File: src/rtl/core/b2s_pkg.sv
// ----------------------------------------------------------------------------
// b2s_pkg
// Shared widths, register indexes and types of the batch-to-space address map.
// ----------------------------------------------------------------------------
package b2s_pkg;

  // field and register widths
  localparam int NW      = 8;
  localparam int YW      = 16;
  localparam int CW      = 12;
  localparam int BatchW  = 9;
  localparam int DimW    = 13;
  localparam int BlkW    = 5;
  localparam int CropW   = 8;
  localparam int OffW    = 32;
  localparam int AddrW   = 5;
  localparam int DataW   = 32;

  // cropped coordinate, also the dividend of the row and column split
  localparam int DivW        = YW + 1;
  localparam int DivStepsA   = 6;
  localparam int DivStepsB   = 6;
  localparam int DivStepsC   = DivW - DivStepsA - DivStepsB;
  localparam int DivStepsMax = 6;

  // offset datapath widths
  localparam int SubW     = 2 * BlkW + 1;
  localparam int BatchInW = SubW + BatchW + 1;
  localparam int RowProdW = BatchInW + DimW + 1;
  localparam int WideW    = OffW + DimW + 1;

  // cycles from an accepted word to its result strobe
  localparam int Latency = 10;

  typedef logic [2:0] reg_idx_t;

  localparam reg_idx_t RegOutBatch = 3'd0;
  localparam reg_idx_t RegInHeight = 3'd1;
  localparam reg_idx_t RegInWidth  = 3'd2;
  localparam reg_idx_t RegChannels = 3'd3;
  localparam reg_idx_t RegBlockH   = 3'd4;
  localparam reg_idx_t RegBlockW   = 3'd5;
  localparam reg_idx_t RegCropTop  = 3'd6;
  localparam reg_idx_t RegCropLeft = 3'd7;

  typedef struct packed {
    logic [DivW-1:0] quo;
    logic [BlkW-1:0] rem;
  } div_result_t;

endpackage

File: src/rtl/core/b2s_divider.sv
// ----------------------------------------------------------------------------
// b2s_divider
// Three-stage restoring divider, 17-bit dividend by a 5-bit divisor.
// ----------------------------------------------------------------------------
module b2s_divider (
  input  logic                       clk,
  input  logic [b2s_pkg::DivW-1:0]   dividend,
  input  logic [b2s_pkg::BlkW-1:0]   divisor,
  output b2s_pkg::div_result_t       result
);
  import b2s_pkg::*;

  // shift register form: dividend bits leave at the top, quotient bits enter below
  function automatic logic [BlkW+DivW-1:0] div_steps(
    input logic [BlkW-1:0] rem_in,
    input logic [DivW-1:0] work_in,
    input logic [BlkW-1:0] dv,
    input int unsigned     steps
  );
    logic [BlkW:0]   r6;
    logic [BlkW-1:0] r;
    logic [DivW-1:0] w;
    logic            ge;
    r  = rem_in;
    w  = work_in;
    r6 = '0;
    ge = 1'b0;
    for (int i = 0; i < DivStepsMax; i++) begin
      if (i < steps) begin
        r6 = {r, w[DivW-1]};
        ge = (r6 >= {1'b0, dv});
        w  = {w[DivW-2:0], ge};
        r  = ge ? BlkW'(r6 - {1'b0, dv}) : r6[BlkW-1:0];
      end
    end
    return {r, w};
  endfunction

  logic [BlkW-1:0] rem_a, rem_b, rem_c;
  logic [DivW-1:0] work_a, work_b, work_c;

  always_ff @(posedge clk) begin
    {rem_a, work_a} <= div_steps('0, dividend, divisor, DivStepsA);
    {rem_b, work_b} <= div_steps(rem_a, work_a, divisor, DivStepsB);
    {rem_c, work_c} <= div_steps(rem_b, work_b, divisor, DivStepsC);
  end

  assign result.quo = work_c;
  assign result.rem = rem_c;

endmodule

File: src/rtl/core/batch_to_space_address_map.sv
// throughput: one word per cycle, sustained; busy is high only during reset
// stages: crop add, the 17-step row/column divider (3 stages), range check,
// batch index multiply-add, three offset multiply-adds and the output register
// reset: synchronous, clears the pipeline valid bits and loads register defaults
// results cannot be held off: done is a one-cycle strobe
// ----------------------------------------------------------------------------
// batch_to_space_address_map
// Maps an output coordinate of a batch-to-space rearrangement to the flat
// NHWC offset of its source element, with a range flag.
// ----------------------------------------------------------------------------
module batch_to_space_address_map (
  input  logic                        clk,
  input  logic                        rst,
  input  logic                        start,
  output logic                        busy,
  input  logic [b2s_pkg::NW-1:0]      out_n,
  input  logic [b2s_pkg::YW-1:0]      out_y,
  input  logic [b2s_pkg::YW-1:0]      out_x,
  input  logic [b2s_pkg::CW-1:0]      out_c,
  output logic                        done,
  output logic [b2s_pkg::OffW-1:0]    source_offset,
  output logic                        in_range,
  input  logic                        psel,
  input  logic                        penable,
  input  logic                        pwrite,
  input  logic [b2s_pkg::AddrW-1:0]   paddr,
  input  logic [b2s_pkg::DataW-1:0]   pwdata,
  output logic [b2s_pkg::DataW-1:0]   prdata,
  output logic                        pready
);
  import b2s_pkg::*;

  // configuration registers
  logic [BatchW-1:0] out_batch;
  logic [DimW-1:0]   in_height;
  logic [DimW-1:0]   in_width;
  logic [DimW-1:0]   channels;
  logic [BlkW-1:0]   block_h;
  logic [BlkW-1:0]   block_w;
  logic [CropW-1:0]  crop_top;
  logic [CropW-1:0]  crop_left;

  reg_idx_t reg_idx;
  logic     cfg_write;

  assign pready    = 1'b1;
  assign reg_idx   = paddr[AddrW-1:2];
  assign cfg_write = psel && penable && pwrite && pready;

  always_ff @(posedge clk) begin
    if (rst) begin
      out_batch <= BatchW'(1);
      in_height <= DimW'(1);
      in_width  <= DimW'(1);
      channels  <= DimW'(1);
      block_h   <= BlkW'(1);
      block_w   <= BlkW'(1);
      crop_top  <= '0;
      crop_left <= '0;
    end else if (cfg_write) begin
      unique case (reg_idx)
        RegOutBatch: out_batch <= pwdata[BatchW-1:0];
        RegInHeight: in_height <= pwdata[DimW-1:0];
        RegInWidth:  in_width  <= pwdata[DimW-1:0];
        RegChannels: channels  <= pwdata[DimW-1:0];
        RegBlockH:   block_h   <= pwdata[BlkW-1:0];
        RegBlockW:   block_w   <= pwdata[BlkW-1:0];
        RegCropTop:  crop_top  <= pwdata[CropW-1:0];
        RegCropLeft: crop_left <= pwdata[CropW-1:0];
      endcase
    end
  end

  always_comb begin
    unique case (reg_idx)
      RegOutBatch: prdata = DataW'(out_batch);
      RegInHeight: prdata = DataW'(in_height);
      RegInWidth:  prdata = DataW'(in_width);
      RegChannels: prdata = DataW'(channels);
      RegBlockH:   prdata = DataW'(block_h);
      RegBlockW:   prdata = DataW'(block_w);
      RegCropTop:  prdata = DataW'(crop_top);
      RegCropLeft: prdata = DataW'(crop_left);
    endcase
  end

  // pipeline never stalls, so input is refused only in reset
  logic accept;
  assign busy   = rst;
  assign accept = start && !busy;

  // stage valid bits, stage 1 through stage 9
  logic [8:0] vld;

  // stage 1: crops added
  logic [DivW-1:0] yc1, xc1;
  logic [NW-1:0]   n1, n2, n3, n4, n5;
  logic [CW-1:0]   c1, c2, c3, c4, c5, c6, c7, c8;

  // divider outputs line up with stage 4
  div_result_t ydiv, xdiv;

  // stage 5 onward
  logic [SubW-1:0]     sub5;
  logic                bad5, bad6, bad7, bad8, bad9;
  logic [DimW-1:0]     row5, row6;
  logic [DimW-1:0]     col5, col6, col7;
  logic [BatchInW-1:0] b6;
  logic [RowProdW-1:0] p7;
  logic [WideW-1:0]    p8, p9;
  logic                ovf8, ovf9;
  logic                ok9;

  always_ff @(posedge clk) begin
    if (rst) begin
      vld <= '0;
    end else begin
      vld <= {vld[7:0], accept};
    end
  end

  always_ff @(posedge clk) begin
    yc1 <= DivW'(out_y) + DivW'(crop_top);
    xc1 <= DivW'(out_x) + DivW'(crop_left);
    n1  <= out_n;
    c1  <= out_c;
    {n2, n3, n4} <= {n1, n2, n3};
    {c2, c3, c4} <= {c1, c2, c3};
  end

  b2s_divider u_ydiv (
    .clk      (clk),
    .dividend (yc1),
    .divisor  (block_h),
    .result   (ydiv)
  );

  b2s_divider u_xdiv (
    .clk      (clk),
    .dividend (xc1),
    .divisor  (block_w),
    .result   (xdiv)
  );

  always_ff @(posedge clk) begin
    // stage 5: range checks and sub-block index
    sub5 <= SubW'(ydiv.rem) * SubW'(block_w) + SubW'(xdiv.rem);
    bad5 <= (block_h == '0) || (block_w == '0) ||
            (BatchW'(n4) >= out_batch) ||
            (ydiv.quo >= DivW'(in_height)) ||
            (xdiv.quo >= DivW'(in_width)) ||
            (DimW'(c4) >= channels);
    row5 <= ydiv.quo[DimW-1:0];
    col5 <= xdiv.quo[DimW-1:0];
    n5   <= n4;
    c5   <= c4;

    // stage 6: input batch index
    b6   <= BatchInW'(sub5) * BatchInW'(out_batch) + BatchInW'(n5);
    row6 <= row5;
    col6 <= col5;
    c6   <= c5;
    bad6 <= bad5;

    // stage 7: times height plus row
    p7   <= RowProdW'(b6) * RowProdW'(in_height) + RowProdW'(row6);
    col7 <= col6;
    c7   <= c6;
    bad7 <= bad6;

    // stage 8: times width plus column; an overflow here stays an overflow
    p8   <= WideW'(p7[OffW-1:0]) * WideW'(in_width) + WideW'(col7);
    ovf8 <= |p7[RowProdW-1:OffW];
    c8   <= c7;
    bad8 <= bad7;

    // stage 9: times channels plus channel
    p9   <= WideW'(p8[OffW-1:0]) * WideW'(channels) + WideW'(c8);
    ovf9 <= ovf8 || (|p8[WideW-1:OffW]);
    bad9 <= bad8;
  end

  assign ok9 = !bad9 && !ovf9 && !(|p9[WideW-1:OffW]);

  // stage 10: result word
  always_ff @(posedge clk) begin
    if (rst) begin
      done          <= 1'b0;
      in_range      <= 1'b0;
      source_offset <= '0;
    end else begin
      done          <= vld[8];
      in_range      <= vld[8] && ok9;
      source_offset <= (vld[8] && ok9) ? p9[OffW-1:0] : '0;
    end
  end

endmodule

File: config.mk
export PLATFORM = sky130hd
export DESIGN_NAME = batch_to_space_address_map
export DESIGN_NICKNAME = d
export VERILOG_FILES = /design/src/rtl/core/b2s_pkg.sv /design/src/rtl/core/b2s_divider.sv /design/src/rtl/core/batch_to_space_address_map.sv
export SDC_FILE = /design/constraint.sdc
export NUM_CORES = 2
export LEC_CHECK = 0
export ABC_AREA = 0
export BUFFER_PORTS_ARGS = -buffer_cell sky130_fd_sc_hd__buf_2
export CORE_MARGIN = 2
export CORE_UTILIZATION = 57
export CTS_CLUSTER_DIAMETER = 80
export DETAILED_ROUTE_END_ITERATION = 6
export HOLD_SLACK_MARGIN = 0.15
export PLACE_DENSITY = 0.74
export SLEW_MARGIN = 20
export SYNTH_ARGS = -nofsm -noshare
export SYNTH_HDL_FRONTEND = slang
export SYNTH_SLANG_ARGS = --single-unit
File: constraint.sdc
create_clock -name clk -period 13.3 [get_ports clk]
set_input_delay 2.66 -clock clk [delete_from_list [all_inputs] [get_ports clk]]
set_output_delay 2.66 -clock clk [all_outputs]
set_load 0.1 [all_outputs]
==> results.md <==
- Status: completed
- Fin. Hold Viols: 0
- Syn Std Cell Area: 0.0653 mm2
- Nets: 8601
- Unrepaired setup endpoints after global routing: no
- Worst r2r src: block_h[2]$_SDFFE_PP0P_
- First-pass GRT wire length: 254 mm
- Ratio of cells with drive above 1 in the final layout: 0.0600
- Mapped Cells: 6836
- Cts hold-fix bufs: 0
- Synth Flop Type: dfxtp_1
- Via density: 5.57
- Postcts setup bufs: 0
- Starting DRC count in detailed routing: 3100
- Total Wirelength: 153 mm
- Setup_tns: 0 ns
- Root buf cell: clkbuf_16
- Leak: 0.0337 uW
- Max Fclk: 0.0897 GHz
- Final setup violation count: 0
- Worst Tran Pin Value: 1.08 ns
- Wire per inst: 18.3 um
- Clock sink count: 650
- Post-DP Area: 0.0670 mm2
- Setup Skew: 0.0941 ns
- Netlist cell types: 88
- Clock Latency Late Sink: 0.69 ns
- Grt ovf: 0
- Initial antenna violation count: 9
- I/O pins: 163
- Detail Route Antenna Nets: 0
- FP Rows: 124
- Die footprint: 0.117 mm2
- CTS tree: yes
- IO Port Bufs: 121
- Critical path class: reg -> reg
- Yosys reg bits: 650
- Post-DP HPWL: 118 mm
- Final Cycle Share: 0.838
- Initial Util: 0.572
- DR vias: 46700
- Worst path max stage delay: 0.52 ns
- Die Span X: 342 um
- CP endpoint kind: register
- FFs w/ async S/R, synth: 0
- Mapped Avg Cell Area: 9.55 um2
- VDD IR max: 0.369 mV
- Arr. time, crit path: 11.69 ns
- Number of synthesized flops with an enable pin: 0
- PwrDens: 198 mW/mm2
- CP max FO: 7
- Total iterations of the first detailed-routing run: 6
- YS warnings: 0
- Ant diodes: 0
- Worst Hold Class: reg -> reg
- Synth-to-Final Area Change: 6.63%
- Worst Hold Launch: col5[5]$_DFF_P_
- Worst setup startpoint: block_h[2]$_SDFFE_PP0P_
- Worst path required time: 13.84 ns
- Tmin final: 11.15 ns
- Cell area after layout: 0.0696 mm2
- Sequential fraction of the synthesis area: 0.199
- Number of global-route vias before repair: 49600
- Htree depth: 3
- Cts repair resizes: 0
- Core area: 0.114 mm2
- Largest net degree at the start of global routing: 84
- # DRC: 0
- Slowest stage cell, crit path: dfxtp_1
- Critical Path Source Type: register
- Slew margin rel.: 0.276
- Reg clk slew, reported paths: 0.07 ns
- Die height: 342 um
- CTS max path bufs: 3
- Gr usage total: 0.270
- Slew Viols, Final: 0
- GP Congestion: 0.916
- TritonCTS Buffers: 73
- Max Cap Violations: 0
[registers in the layout, indices dropped and copies added (netlist names), 17 cells and up]
| signal | flops |
|---|---|
| b6 | 21 |
| p7 | 35 |
| p8 | 46 |
| p9 | 46 |
| source_offset | 32 |
| u_xdiv.work_a | 17 |
| u_xdiv.work_b | 17 |
| u_xdiv.work_c | 17 |
| u_ydiv.work_a | 17 |
| u_ydiv.work_b | 17 |
| u_ydiv.work_c | 17 |
| xc1 | 17 |
| yc1 | 17 |
[critical path, delay by kind of cell (launching register included)]
kind	cells	cell delay, ns
and+or+nand+nor	12	2.40
muxes	6	2.05
buffers and inverters	3	0.31
DFF	1	0.52
AOI/OAI and AO/OA	18	3.71
adders and majority gates	6	2.00
[per-stage QoR]
stage / hold WS, ns / total power, uW / cells / util / setup WS [ns]
after floorplan: 0.310 / 9880 / 6854 / - / 2.50
after global placement: 0.310 / 11300 / 8245 / 0.588 / 2.53
after detailed placement: 0.312 / 11600 / 8245 / 0.588 / 2.30
after CTS: 0.303 / 13800 / 8375 / 0.610 / 2.24
after global routing: 0.303 / 15000 / 8375 / 0.610 / 1.26
final: 0.302 / 13800 / 8375 / 0.610 / 2.15
[placed cells by master, fill, tap and decap left out, types with 35 or more instances in the layout]
master,count
clkbuf_16,73
mux2_2,64
and2_1,482
o21a_1,35
nand2_1,972
buf_2,120
xor2_1,84
nand2b_1,35
nor2_1,158
nand3_1,37
buf_4,60
nor2b_1,66
mux2i_1,88
xnor2_1,158
a21o_1,140
ha_1,683
dfxtp_1,646
a21oi_1,253
o21ai_0,127
nand4_1,47
fa_1,1015
inv_1,1090
[Yosys cell counts, types with 16 or more instances]
master | number | area share
inv_1 | 1090 | 0.063
o21ai_0 | 127 | 0.0097
dfxtp_1 | 650 | 0.20
buf_4 | 22 | 0.0025
and2_1 | 482 | 0.046
fa_1 | 1015 | 0.31
ha_1 | 683 | 0.13
a31oi_1 | 21 | 0.0020
nor2b_1 | 66 | 0.0063
o21a_1 | 35 | 0.0040
clkbuf_1 | 268 | 0.015
a211oi_1 | 28 | 0.0032
or3_1 | 16 | 0.0015
o21bai_1 | 25 | 0.0029
a21oi_1 | 253 | 0.019
mux2_2 | 64 | 0.011
nor3_1 | 30 | 0.0023
and3_1 | 25 | 0.0024
nor2_1 | 159 | 0.0091
nand4_1 | 47 | 0.0045
xnor2_1 | 158 | 0.021
nand3_1 | 37 | 0.0028
nand2_1 | 972 | 0.056
nand2b_1 | 35 | 0.0034
a21o_1 | 140 | 0.016
xor2_1 | 84 | 0.011
mux2i_1 | 88 | 0.013
[power breakdown]
| group | internal [uW] | leakage [uW] | switching (uW) |
|---|---|---|---|
| Clock | 1230 | 0.00124 | 886 |
| Sequential | 2410 | 0.00538 | 494 |
| Combinational | 4270 | 0.0271 | 4480 |
[area by class of cell]
cell class	count	area [um2]
Timing Repair Buffer	180	1050
Clock inverter	42	604
Multi-Input combinational cell	4810	47000
Inverter	1093	4110
Fill cell	9471	44400
Sequential cell	650	13000
Tap cell	1512	1890
Clock buffer	88	1950
[metal layers]
metal	GRT usage	up-vias	share of wire
met5	0	-	0.00071
met4	0.0985	16	0.037
met3	0.0453	348	0.070
met2	0.459	1500	0.48
met1	0.348	23400	0.41
li1	-	21400	-
[kinds of logic (layout without fill, tap and decap cells)]
| kind of cell | Yosys count | in the layout | synth area share |
|---|---|---|---|
| simple gates | 1922 | 1922 | 0.141 |
| xor+xnor | 242 | 242 | 0.0325 |
| mux | 161 | 161 | 0.0270 |
| other cells | 2 | 20 | 0.000115 |
| flops | 650 | 650 | 0.199 |
| fa+ha+maj | 1698 | 1698 | 0.442 |
| buf+inv | 1394 | 1403 | 0.0821 |
| compound gates | 767 | 767 | 0.0763 |
[worst paths after layout]
check	to	slack [ns]	cells after the start
worst min register to register	col6[5]$_DFF_P_	0.30	0
worst max-delay path	u_ydiv.rem_b[4]$_DFF_P_	2.15	45
worst min-delay path	col6[5]$_DFF_P_	0.30	0
worst max register to register	u_ydiv.rem_b[4]$_DFF_P_	2.15	45
No activity file was read; power rests on OpenSTA's default activity.
